===== src/rtl/core/bld_pkg.sv =====
// ----------------------------------------------------------------------------
// bld_pkg
// shared types and codes of the bounded lifo stack
// ----------------------------------------------------------------------------
`default_nettype none

package bld_pkg;

  localparam int unsigned WORD_W = 32;
  localparam int unsigned CNT_W  = 6;

  // request codes
  localparam logic [1:0] REQ_PUSH = 2'd0;
  localparam logic [1:0] REQ_POP  = 2'd1;
  localparam logic [1:0] REQ_DUMP = 2'd2;

  // result status codes
  localparam logic [1:0] ST_OK       = 2'd0;
  localparam logic [1:0] ST_OVERFLOW = 2'd1;
  localparam logic [1:0] ST_EMPTY    = 2'd2;

  localparam logic [CNT_W-1:0]         CAP_RESET   = 6'd32;
  localparam logic signed [WORD_W-1:0] EMPTY_VALUE = -32'sd1;
  localparam logic signed [WORD_W-1:0] ZERO_VALUE  = 32'sd0;

  // classified operation handed to the back end
  typedef enum logic [2:0] {
    OP_PUSH     = 3'd0,
    OP_OVERFLOW = 3'd1,
    OP_POP      = 3'd2,
    OP_EMPTY    = 3'd3,
    OP_DUMP     = 3'd4
  } op_e;

  typedef struct packed {
    op_e                     op;
    logic [CNT_W-1:0]        addr;   // entry to write or first entry to read
    logic [CNT_W-1:0]        depth;  // depth after the request
    logic signed [WORD_W-1:0] value;
  } cmd_t;

  typedef struct packed {
    logic valid;
    logic full;
  } q_stat_t;

endpackage

`default_nettype wire


===== src/rtl/core/bld_queue.sv =====
// ----------------------------------------------------------------------------
// bld_queue
// two-entry command queue between front and back end
// ----------------------------------------------------------------------------
`default_nettype none

module bld_queue (
  input  wire logic           clk_i,
  input  wire logic           rst_ni,
  input  wire logic           push_i,
  input  wire bld_pkg::cmd_t  cmd_i,
  input  wire logic           pop_i,
  output bld_pkg::cmd_t       cmd_o,
  output bld_pkg::q_stat_t    stat_o
);

  bld_pkg::cmd_t entry_q [2];
  logic       wr_ptr_q, wr_ptr_d;
  logic       rd_ptr_q, rd_ptr_d;
  logic [1:0] cnt_q, cnt_d;
  logic       do_push, do_pop;

  assign do_push = push_i && (cnt_q != 2'd2);
  assign do_pop  = pop_i && (cnt_q != 2'd0);

  always_comb begin
    wr_ptr_d = do_push ? ~wr_ptr_q : wr_ptr_q;
    rd_ptr_d = do_pop ? ~rd_ptr_q : rd_ptr_q;
    cnt_d    = cnt_q + 2'(do_push) - 2'(do_pop);
  end

  always_ff @(posedge clk_i or negedge rst_ni) begin
    if (!rst_ni) begin
      wr_ptr_q <= 1'b0;
      rd_ptr_q <= 1'b0;
      cnt_q    <= 2'd0;
    end else begin
      wr_ptr_q <= wr_ptr_d;
      rd_ptr_q <= rd_ptr_d;
      cnt_q    <= cnt_d;
    end
  end

  always_ff @(posedge clk_i) begin
    if (do_push) begin
      entry_q[wr_ptr_q] <= cmd_i;
    end
  end

  assign cmd_o        = entry_q[rd_ptr_q];
  assign stat_o.valid = (cnt_q != 2'd0);
  assign stat_o.full  = (cnt_q == 2'd2);

endmodule

`default_nettype wire


===== src/rtl/core/bld_front.sv =====
// ----------------------------------------------------------------------------
// bld_front
// accepts requests, tracks the fill count and classifies each request
// ----------------------------------------------------------------------------
`default_nettype none

module bld_front #(
  parameter int unsigned DEPTH = 32
) (
  input  wire logic                           clk_i,
  input  wire logic                           rst_ni,
  input  wire logic                           accept_i,
  input  wire logic [1:0]                     req_type_i,
  input  wire logic signed [bld_pkg::WORD_W-1:0] push_value_i,
  input  wire logic                           cfg_we_i,
  input  wire logic [bld_pkg::CNT_W-1:0]      cfg_data_i,
  output logic                                enq_o,
  output bld_pkg::cmd_t                       cmd_o
);

  localparam logic [bld_pkg::CNT_W:0] DEPTH_X = (bld_pkg::CNT_W+1)'(DEPTH);

  logic [bld_pkg::CNT_W-1:0] cap_q;
  logic [bld_pkg::CNT_W-1:0] fill_q, fill_d;
  logic [bld_pkg::CNT_W-1:0] limit;

  // capacity clipped to the physical store
  assign limit = ({1'b0, cap_q} < DEPTH_X) ? cap_q : bld_pkg::CNT_W'(DEPTH);

  always_comb begin
    fill_d      = fill_q;
    enq_o       = 1'b0;
    cmd_o.op    = bld_pkg::OP_EMPTY;
    cmd_o.addr  = fill_q;
    cmd_o.depth = fill_q;
    cmd_o.value = push_value_i;
    if (accept_i) begin
      unique case (req_type_i)
        bld_pkg::REQ_PUSH: begin
          enq_o = 1'b1;
          if (fill_q < limit) begin
            cmd_o.op    = bld_pkg::OP_PUSH;
            cmd_o.depth = fill_q + 1'b1;
            fill_d      = fill_q + 1'b1;
          end else begin
            cmd_o.op = bld_pkg::OP_OVERFLOW;
          end
        end
        bld_pkg::REQ_POP: begin
          enq_o = 1'b1;
          if (fill_q != '0) begin
            cmd_o.op    = bld_pkg::OP_POP;
            cmd_o.addr  = fill_q - 1'b1;
            cmd_o.depth = fill_q - 1'b1;
            fill_d      = fill_q - 1'b1;
          end else begin
            cmd_o.op    = bld_pkg::OP_EMPTY;
            cmd_o.depth = '0;
          end
        end
        bld_pkg::REQ_DUMP: begin
          enq_o = 1'b1;
          if (fill_q != '0) begin
            cmd_o.op   = bld_pkg::OP_DUMP;
            cmd_o.addr = fill_q - 1'b1;
          end else begin
            cmd_o.op    = bld_pkg::OP_EMPTY;
            cmd_o.depth = '0;
          end
        end
        default: begin
          enq_o = 1'b0;  // unused code, dropped
        end
      endcase
    end
  end

  always_ff @(posedge clk_i or negedge rst_ni) begin
    if (!rst_ni) begin
      cap_q  <= bld_pkg::CAP_RESET;
      fill_q <= '0;
    end else begin
      fill_q <= fill_d;
      if (cfg_we_i) begin
        cap_q <= cfg_data_i;
      end
    end
  end

endmodule

`default_nettype wire


===== src/rtl/core/bld_back.sv =====
// ----------------------------------------------------------------------------
// bld_back
// word store, pop and push access, dump walk and result registers
// ----------------------------------------------------------------------------
`default_nettype none

module bld_back #(
  parameter int unsigned DEPTH = 32
) (
  input  wire logic                              clk_i,
  input  wire logic                              rst_ni,
  input  wire bld_pkg::cmd_t                     cmd_i,
  input  wire bld_pkg::q_stat_t                  q_stat_i,
  output logic                                   pop_o,
  output logic                                   res_strobe_o,
  output logic [1:0]                             status_o,
  output logic signed [bld_pkg::WORD_W-1:0]      value_o,
  output logic [bld_pkg::CNT_W-1:0]              depth_after_o,
  output logic                                   is_last_o
);

  localparam int unsigned AW = (DEPTH > 1) ? $clog2(DEPTH) : 1;

  typedef enum logic [1:0] {
    S_RUN  = 2'b01,
    S_WALK = 2'b10
  } state_e;

  state_e state_q, state_d;

  logic signed [bld_pkg::WORD_W-1:0] mem [DEPTH];
  logic signed [bld_pkg::WORD_W-1:0] rd_q;
  logic [AW-1:0]                     rd_addr;
  logic [AW-1:0]                     cmd_addr;
  logic                              mem_we;

  logic [AW-1:0]              walk_addr_q, walk_addr_d;
  logic [bld_pkg::CNT_W-1:0]  walk_depth_q, walk_depth_d;

  logic                              valid_q, valid_d;
  logic [1:0]                        status_q, status_d;
  logic [bld_pkg::CNT_W-1:0]         depth_q, depth_d;
  logic                              last_q, last_d;
  logic                              from_mem_q, from_mem_d;
  logic signed [bld_pkg::WORD_W-1:0] const_q, const_d;

  assign cmd_addr = cmd_i.addr[AW-1:0];
  assign pop_o    = q_stat_i.valid && (state_q == S_RUN);
  assign rd_addr  = (state_q == S_WALK) ? walk_addr_q : cmd_addr;

  always_comb begin
    state_d      = state_q;
    walk_addr_d  = walk_addr_q;
    walk_depth_d = walk_depth_q;
    mem_we       = 1'b0;
    valid_d      = 1'b0;
    status_d     = bld_pkg::ST_OK;
    depth_d      = cmd_i.depth;
    last_d       = 1'b1;
    from_mem_d   = 1'b0;
    const_d      = bld_pkg::ZERO_VALUE;
    unique case (state_q)
      S_WALK: begin
        valid_d    = 1'b1;
        depth_d    = walk_depth_q;
        from_mem_d = 1'b1;
        last_d     = (walk_addr_q == '0);
        if (walk_addr_q == '0) begin
          state_d = S_RUN;
        end else begin
          walk_addr_d = walk_addr_q - 1'b1;
        end
      end
      S_RUN: begin
        if (pop_o) begin
          valid_d = 1'b1;
          unique case (cmd_i.op)
            bld_pkg::OP_PUSH: begin
              mem_we = 1'b1;
            end
            bld_pkg::OP_OVERFLOW: begin
              status_d = bld_pkg::ST_OVERFLOW;
            end
            bld_pkg::OP_POP: begin
              from_mem_d = 1'b1;
            end
            bld_pkg::OP_EMPTY: begin
              status_d = bld_pkg::ST_EMPTY;
              const_d  = bld_pkg::EMPTY_VALUE;
            end
            bld_pkg::OP_DUMP: begin
              from_mem_d = 1'b1;
              last_d     = (cmd_addr == '0);
              if (cmd_addr != '0) begin
                state_d      = S_WALK;
                walk_addr_d  = cmd_addr - 1'b1;
                walk_depth_d = cmd_i.depth;
              end
            end
            default: begin
              valid_d = 1'b0;
            end
          endcase
        end
      end
      default: begin
        state_d = S_RUN;
      end
    endcase
  end

  always_ff @(posedge clk_i) begin
    if (mem_we) begin
      mem[cmd_addr] <= cmd_i.value;
    end
    rd_q <= mem[rd_addr];
  end

  always_ff @(posedge clk_i or negedge rst_ni) begin
    if (!rst_ni) begin
      state_q <= S_RUN;
      valid_q <= 1'b0;
    end else begin
      state_q <= state_d;
      valid_q <= valid_d;
    end
  end

  always_ff @(posedge clk_i) begin
    walk_addr_q  <= walk_addr_d;
    walk_depth_q <= walk_depth_d;
    status_q     <= status_d;
    depth_q      <= depth_d;
    last_q       <= last_d;
    from_mem_q   <= from_mem_d;
    const_q      <= const_d;
  end

  assign res_strobe_o  = valid_q;
  assign status_o      = status_q;
  assign value_o       = from_mem_q ? rd_q : const_q;
  assign depth_after_o = depth_q;
  assign is_last_o     = last_q;

endmodule

`default_nettype wire


===== src/rtl/core/bounded_lifo_stack_with_dump_core.sv =====
// ----------------------------------------------------------------------------
// bounded_lifo_stack_with_dump_core
// bounded lifo stack of signed words with push, pop and dump requests
// ----------------------------------------------------------------------------
// a request is taken when start_i is high and busy_o is low. every result
// word is shown for exactly one cycle with res_strobe_o high and must be
// taken then: there is no way to hold results off. a push or pop gives one
// word via the command queue and result registers; a dump of n held words
// gives n words back to back, top to bottom, is_last_o high on the bottom
// one. a dump of an empty stack gives one word with status empty. push and
// pop run at one request per cycle while no dump walk holds the back end on
// its store read port; once the two-entry command queue is full busy_o
// stays high until the walk frees it. request code 3 is taken and dropped.
// the capacity register is written over the cfg channel, which is always
// ready, and must only be written while no result is pending. no clearing
// pass after reset: the fill count keeps every read inside written entries.
`default_nettype none

module bounded_lifo_stack_with_dump_core #(
  parameter int unsigned DEPTH = 32  // words in the store, 1 to 64
) (
  input  wire logic                              clk_i,
  input  wire logic                              rst_ni,
  // request channel
  input  wire logic                              start_i,
  output logic                                   busy_o,
  input  wire logic [1:0]                        req_type_i,
  input  wire logic signed [bld_pkg::WORD_W-1:0] push_value_i,
  // capacity write channel
  input  wire logic                              cfg_valid_i,
  output logic                                   cfg_ready_o,
  input  wire logic [bld_pkg::CNT_W-1:0]         cfg_data_i,
  // result channel
  output logic                                   res_strobe_o,
  output logic [1:0]                             status_o,
  output logic signed [bld_pkg::WORD_W-1:0]      value_o,
  output logic [bld_pkg::CNT_W-1:0]              depth_after_o,
  output logic                                   is_last_o
);

  logic             accept;
  logic             enq;
  logic             deq;
  bld_pkg::cmd_t    front_cmd;
  bld_pkg::cmd_t    queue_cmd;
  bld_pkg::q_stat_t q_stat;

  // front stalls only on a full queue
  assign busy_o      = q_stat.full;
  assign accept      = start_i && !busy_o;
  assign cfg_ready_o = 1'b1;

  // front: capacity register, fill count, request classification
  bld_front #(
    .DEPTH (DEPTH)
  ) u_front (
    .clk_i        (clk_i),
    .rst_ni       (rst_ni),
    .accept_i     (accept),
    .req_type_i   (req_type_i),
    .push_value_i (push_value_i),
    .cfg_we_i     (cfg_valid_i && cfg_ready_o),
    .cfg_data_i   (cfg_data_i),
    .enq_o        (enq),
    .cmd_o        (front_cmd)
  );

  // decouples the front from the dump walk
  bld_queue u_queue (
    .clk_i  (clk_i),
    .rst_ni (rst_ni),
    .push_i (enq),
    .cmd_i  (front_cmd),
    .pop_i  (deq),
    .cmd_o  (queue_cmd),
    .stat_o (q_stat)
  );

  // back: word store access and result words
  bld_back #(
    .DEPTH (DEPTH)
  ) u_back (
    .clk_i         (clk_i),
    .rst_ni        (rst_ni),
    .cmd_i         (queue_cmd),
    .q_stat_i      (q_stat),
    .pop_o         (deq),
    .res_strobe_o  (res_strobe_o),
    .status_o      (status_o),
    .value_o       (value_o),
    .depth_after_o (depth_after_o),
    .is_last_o     (is_last_o)
  );

endmodule

`default_nettype wire


===== config.mk =====
export PLATFORM = sky130hd
export DESIGN_NAME = bounded_lifo_stack_with_dump_core
export DESIGN_NICKNAME = d
export VERILOG_FILES = /design/src/rtl/core/bld_pkg.sv /design/src/rtl/core/bld_queue.sv /design/src/rtl/core/bld_front.sv /design/src/rtl/core/bld_back.sv /design/src/rtl/core/bounded_lifo_stack_with_dump_core.sv
export SDC_FILE = /design/constraint.sdc
export NUM_CORES = 1
export LEC_CHECK = 0
export BUFFER_PORTS_ARGS = -buffer_cell sky130_fd_sc_hd__buf_4
export CORE_AREA = 2 2 403 405
export CTS_BUF_LIST = sky130_fd_sc_hd__clkbuf_8
export DETAILED_ROUTE_END_ITERATION = 16
export DIE_AREA = 0 0 405 407
export PLACE_DENSITY = 0.52
export SETUP_SLACK_MARGIN = 0.15
export SKIP_CTS_REPAIR_TIMING = 1
export SYNTH_ARGS = -nofsm -noshare
export SYNTH_HDL_FRONTEND = slang
export SYNTH_HIERARCHICAL = 1
export SYNTH_SLANG_ARGS = --single-unit

===== constraint.sdc =====
create_clock -name clk_i -period 3.6 [get_ports clk_i]
set_clock_uncertainty 0.05 [all_clocks]
set_input_delay 0.18 -clock clk_i [delete_from_list [all_inputs] [get_ports clk_i]]
set_output_delay 0.18 -clock clk_i [all_outputs]
set_load 0.005 [all_outputs]

==> key figures, run 1 <==
Clocking
  • Root buffer cell: clkbuf_8
  • Clock Sinks: between 1000 and 1500
  • CTS tree: yes
  • CTS Buf Count: ~180
  • CTS Buffer Depth: 3
  • H-Tree Depth: 4
  • CTS clk-pin slew, worst paths: 60 ps
  • Worst-Skew Late Latency: 870 ps

Route
  • DR pass1 iterations: 8
  • DRT Wirelength: between 100000 and 150000 µm
  • Initial DRC count: 2350
  • DRC violations left: 0
  • Final ANT Viol Nets: 0
  • Vias per cell: 4.91
  • WL/cell: 22.8 µm
  • Vias: 26400

Global route
  • Pin count of the biggest net entering global routing: 73
  • First-pass GRT wire length: 180000 µm
  • Total gr overflow: 0
  • Initial antenna violation count: 4
  • GRT Util Overall: 14.9%
  • Vias in the first global route: 26900

Layout
  • Cell area after layout: 55900 µm²
  • Non-filler cells, final: 5391
  • Most frequent cells in the layout: edfxtp_1, nand2_1, clkbuf_8
  • Total Nets Final: around 3100
  • Multi-input gate area: between 10000 and 15000 µm²
  • Fillers: between 15000 and 20000
  • Final Util: 34.9%
  • Reg area: about 35000 µm²
  • Area growth, synth to finish: 17.2%
  • Fraction of final layout cells sized beyond drive strength 1: a little under a quarter
  • Most common cell after layout, fill and taps aside: edfxtp_1

Critical path
  • CP required: roughly 4100 ps
  • Nature of the critical path endpoint: flop
  • Worst reg2reg setup slack: between 400 and 500 ps
  • Top Family by Delay on Critical Path: simple AND/OR/NAND/NOR gates
  • Cell at the slowest stage of the critical path: dfrtp_2
  • Worst Path Class, Setup: reg2reg
  • Worst Setup Start Kind: flop
  • Worst path max stage delay: 540 ps
  • Buffers plus inverters on the worst setup path: 3
  • Reg2reg start: u_queue/rd_ptr_q
  • Cell mode on critical path: buf_4
  • Crit path cell chain: mux2_2, nor4_1, buf_4, nand3_1, buf_4, nor2_4, buf_12
  • Cells on worst reg2reg path: 7
  • Crit-path max FO: 14
  • Worst Path Arrival: 3650 ps
  • Worst r2r dst: u_back/mem[23][25]

Run status
  • Status: finished clean

Synth
  • Syn_nets: roughly 2900
  • Syn avg cell area: around 17 µm²
  • Synth warnings: 6
  • Post-synthesis cell area: 47700 µm²
  • Syn Inst Count: 2800

Timing
  • RSZ-0062 raised after global routing: false
  • Worst slew pin tran: 1280 ps
  • Final hold vios: 0
  • Fmax: 0.319 GHz
  • Setup_tns: 0 ps
  • Max-Slew Margin vs Limit: 14.2%
  • Period utilization: roughly 87%
  • Final setup viols: 0
  • Fin. max-slew vios: 0
  • Post-route setup slack: 462 ps
  • Period minus WS final: 3140 ps

Min path
  • Hold path depth: 2
  • Worst Hold End: u_queue/entry_q[0][8]
  • Hold Path Class: in2reg
  • Worst hold start: push_value_i[8]

Place
  • DP HPWL: 73600 µm
  • Cell count after placement: 4976
  • Placed inst area: 51600 µm²
  • Port Buffer Count: 86
  • Pre-CTS setup slack: 476 ps
  • GP Congestion: slightly below 0.8

Power and ir drop
  • PwrDens: 738 nW/µm²
  • Leakage Power: between 0.015 and 0.02 µW
  • Peak supply drop: 0.372 mV

Floorplan
  • Ports: 88
  • Die X: between 400 and 500 µm
  • Die Ht: a little over 400 µm
  • Die Footprint: 165000 µm²
  • Floorplan row count: 147
  • Initial Util: between 20 and 30%
  • Core area: between 150000 and 200000 µm²

Run
  • Maximum Capacitance Violations: 0
## routing by layer
metal | vias to the layer above | global-route usage, % | part of all wire (%)
li1 | 11700 | - | -
met1 | 13800 | 20.1 | 44
met2 | 743 | 23.9 | 48
met3 | 174 | 2.66 | 5.2
met4 | 0 | 5.30 | 2.5
met5 | - | 0 | 0
## metrics by stage
stage          total power [µW]  hold WS (ps)
2_1_floorplan             26100          -166
5_1_grt                   43300          14.8
6_report                  41200          56.4
4_1_cts                   41700          -965
3_3_place_gp              31000          38.2
3_5_place_dp              31100          35.7
## layout make-up
type	count	share of cell area, %
clock inverters	134	1.18
multi-input cells	1389	20.9
flip-flops and latches	1189	63.0
well taps	2160	4.84
repair buffers	299	5.04
clock buffers	200	4.93
inverters	19	0.128
diodes	1	0.00448
## power by group
group	switching, µW	leakage (µW)	internal (µW)
Combinational	8150	0.00581	4840
Clock	5310	0.00204	5230
Sequential	412	0.0107	17300
## how the worst max path moves through the flow
stage | startpoint | to | slack [ps] | cells past startpoint
CTS | u_queue/rd_ptr_q | u_back/mem[23][25] | 440 | 7
global placement | u_queue/rd_ptr_q | u_back/mem[23][30] | 490 | 7
floorplan | u_queue/rd_ptr_q | u_back/mem[29][0] | -190 | 8
finish | u_queue/rd_ptr_q | u_back/mem[23][25] | 460 | 7
global route | u_queue/rd_ptr_q | u_back/rd_q[5] | 310 | 8
detailed placement | u_queue/rd_ptr_q | u_back/rd_q[26] | 480 | 8
## sequential cells by signal (all words and copies together) (netlist names)
register and count:
u_back/mem 1024, u_queue/entry_q 92, u_back/rd_q 32, u_back/depth_after_o 6
u_back/walk_depth_q 6, u_front/cap_q 6, u_front/fill_q 6, u_back/walk_addr_q 5
u_back/state_q 2, u_back/status_o 2, u_queue/cnt_q 2, u_back/const_q 1
u_back/from_mem_q 1, u_back/is_last_o 1, u_back/res_strobe_o 1, u_queue/rd_ptr_q 1
u_queue/wr_ptr_q 1
No activity file was read; power rests on OpenSTA's default activity.
==> run 2: changes to the inputs <==
Settings changed: BUFFER_PORTS_ARGS -buffer_cell sky130_fd_sc_hd__buf_4 to unset, CORE_AREA 2 2 403 405 to 2 2 400 402, DIE_AREA 0 0 405 407 to 0 0 402 404, DONT_BUFFER_PORTS set to 1, SYNTH_HIERARCHICAL 1 to unset.
==> key figures, run 2 <==
Run status
  • Status: finished clean

Synth
  • Top FF cell, synth: edfxtp_1
  • Post-synth top area cell: edfxtp_1
  • Fraction of registers with async set/reset: 1.60%
  • Synth cell count leaders: edfxtp_1, nand2_1, mux2i_1, a21oi_1, nand3_1
  • Yosys reg bits: 1189
  • Sequential area share after synthesis: between 70% and 80%
  • Syn Inst Count: 3099 (+11%)
  • Most frequent cell after synthesis: edfxtp_1
  • Top cells by area, synth: edfxtp_1, mux2i_1, nand2_1
  • Synth top area share: 71.6%
  • Syn_nets: 3162 (+10%)
  • Post-synthesis cell area: 47300 µm² (-0.88%)
  • Distinct cells, synth: 56
  • Synth warnings: 0 (-6)
  • Syn avg cell area: 15.3 µm² (-10%)
  • EDFF count, synth: 1127

Global route
  • GRT Util Overall: 16.4% (+1.6 points)
  • Pin count of the biggest net entering global routing: 70 (-4.1%)
  • Initial antenna violation count: 4 (unchanged)
  • Vias in the first global route: 26800 (-0.52%)
  • First-pass GRT wire length: 193000 µm (+7.1%)
  • Total gr overflow: 0 (unchanged)

Critical path
  • Crit-path max FO: 52 (+38)
  • Cell at the slowest stage of the critical path: dfstp_2
  • Worst reg2reg setup slack: 430 ps (-40 ps)
  • Buffers plus inverters on the worst setup path: 3 (unchanged)
  • Cells on worst reg2reg path: 10 (+3)
  • Worst Path Class, Setup: reg2reg
  • Worst r2r dst: u_back.rd_q[12]
  • Worst Path Arrival: 3840 ps (+190 ps)
  • Crit path cell chain: inv_1, ha_1, nand2b_1, o21a_4, buf_12, buf_12, mux2i_1, mux2i_1, o32ai_1, nor4_1
  • Worst path max stage delay: 540 ps (about the same)
  • Reg2reg start: u_back.state_q[0]
  • Worst Setup Start Kind: flop
  • Top Family by Delay on Critical Path: simple AND/OR/NAND/NOR gates
  • Nature of the critical path endpoint: flop
  • CP required: 4270 ps (+160 ps)

Min path
  • Worst hold start: req_type_i[0]
  • Hold path depth: 3 (+1)
  • Hold Path Class: in2reg
  • Worst Hold End: u_queue.entry_q[1][44]

Layout
  • Area growth, synth to finish: 17.4%
  • Most common cell after layout, fill and taps aside: edfxtp_1
  • Fraction of final layout cells sized beyond drive strength 1: 14.4% (-8.6 points)
  • Non-filler cells, final: 5566 (+3.2%)
  • Final Util: 35.1% (+0.27 points)
  • Biggest regs: u_back.mem: 1024 flops, u_queue.entry_q: 92 flops, u_back.rd_q: 32 flops
  • Largest register FFs: 1024 (unchanged)
  • Largest reg by FF count: u_back.mem
  • Most frequent cells in the layout: edfxtp_1, nand2_1, mux2i_1
  • Total Nets Final: 3390 (+7.8%)

Timing
  • Final hold vios: 0 (unchanged)
  • Final setup viols: 0 (unchanged)
  • Period minus WS final: 3170 ps (+36.3 ps)
  • Fmax: 0.315 GHz (-1.1%)
  • RSZ-0062 raised after global routing: false
  • Max-Slew Margin vs Limit: 34.6% (+20 points)
  • Period utilization: 88.2% (+1.0 points)
  • Worst slew pin tran: 977 ps (-305 ps)
  • Fin. max-slew vios: 0 (unchanged)

Clocking
  • Root buffer cell: clkbuf_8
  • Clock Sinks: 1189 (unchanged)
  • CTS tree: yes
  • CTS Buffer Depth: 3 (unchanged)
  • Worst-Skew Late Latency: 900 ps (+30 ps)
  • H-Tree Depth: 4 (unchanged)
  • CTS clk-pin slew, worst paths: 60 ps (about the same)
  • CTS Buf Count: 191 (+3.8%)

Route
  • DRC violations left: 0 (unchanged)
  • Initial DRC count: 2698 (+15%)
  • DR pass1 iterations: 7 (-1)
  • Vias: 27400 (+3.8%)
  • DRT Wirelength: 136000 µm (+10%)
  • Vias per cell: 4.93 (+0.51%)
  • WL/cell: 24.4 µm (+7.0%)
  • Final ANT Viol Nets: 0 (unchanged)

Floorplan
  • Die Footprint: 162000 µm² (-1.5%)
  • Core area: 158000 µm² (-1.5%)
  • Initial Util: 29.9% (+0.18 points)
  • Die X: 402 µm (-0.74%)
  • Floorplan row count: 146 (-0.68%)
  • Die Ht: 404 µm (-0.74%)
  • Ports: 88 (unchanged)

Place
  • Port Buffer Count: 0 (-100%)
  • DP HPWL: 74700 µm (+1.4%)
  • Cell count after placement: 5121 (+2.9%)
  • GP Congestion: 0.786 (+2.1%)

Run
  • Maximum Capacitance Violations: 0 (unchanged)

Power and ir drop
  • Peak supply drop: 0.521 mV (+40%)
  • Leakage Power: 0.0194 µW (+4.5%)
  • PwrDens: 732 nW/µm² (-0.71%)
run 2: cell count changes in the layout (fill, tap and decap cells not counted), moves of 76 or more:
cell / previous run / this run
nand2_1: 322 / 549
mux2i_1: 57 / 399
o32ai_1: 0 / 100
nand3_1: 30 / 106
mux4_2: 160 / 0
buf_4: 190 / 75
a21oi_1: 91 / 244
run 2: cell families after synthesis:
logic type                 Yosys count  share of synthesized area [%]
AOI/OAI and AO/OA                  429                           5.63
xor gates and xnor gates             9                          0.167
adders and majority gates           19                          0.503
buffers and inverters              203                           2.36
DFF                               1189                           74.4
muxes                              458                           9.92
other                                1                        0.00793
and+or+nand+nor                    791                           6.97
run 2: area by class of cell:
| type | count | area, µm² |
|---|---|---|
| antenna | 1 | 2.50 |
| clock buffer | 226 | 3110 |
| clock inverter | 133 | 626 |
| fill | 15200 | 102000 |
| inverter | 21 | 78.8 |
| multi-input combinational | 1707 | 11300 |
| sequential | 1189 | 35200 |
| tap | 2072 | 2590 |
| timing repair buffer | 217 | 2570 |
run 2: routing by layer:
layer  wire length, µm  vias to the layer above  global-route usage [%]  part of all wire (%)
met2             63200                      902                    26.0                    46
met5                 0                        -                       0                     0
met1             62400                    14100                    23.4                    46
met4              2730                        0                    4.35                   2.0
li1                  -                    12300                       -                     -
met3              7700                      193                    2.71                   5.7
run 2: power breakdown:
group	internal (µW)	switching, µW
clock	5850	5380
sequential	17200	400
combinational	3890	7850
total	27000	13600
run 2: metrics by stage:
stage	setup TNS, ps	hold WS (ps)	power [µW]	instance area [µm²]	setup WS (ps)
global placement	0	-164	29500	50800	244
global route	0	28.3	42400	55500	277
floorplan	-108200	-166	25600	47300	-113
finish	0	37.5	40600	55500	425
detailed placement	0	-164	29600	50800	287
CTS	0	-1180	40800	54600	227
run 2: worst register-to-register path: cells and delay by family, from the launching register on:
| family | cells | cell delay (ps) |
|---|---|---|
| mux | 2 | 340 |
| buf+inv | 3 | 550 |
| flops | 1 | 540 |
| fa+ha+maj | 1 | 370 |
| simple gates | 2 | 740 |
| compound gates | 2 | 400 |
run 2: worst max-delay path by stage:
stage                     cells after the start               end  slack (ps)         startpoint
after floorplan                               6  u_back.mem[5][0]        -110  u_back.state_q[0]
after detailed placement                     10    u_back.rd_q[8]         290  u_back.state_q[0]
after global placement                       10    u_back.rd_q[8]         240  u_back.state_q[0]
final                                        10   u_back.rd_q[12]         430  u_back.state_q[0]
after global routing                         10    u_back.rd_q[4]         280  u_back.state_q[0]
after CTS                                    10    u_back.rd_q[8]         230  u_back.state_q[0]
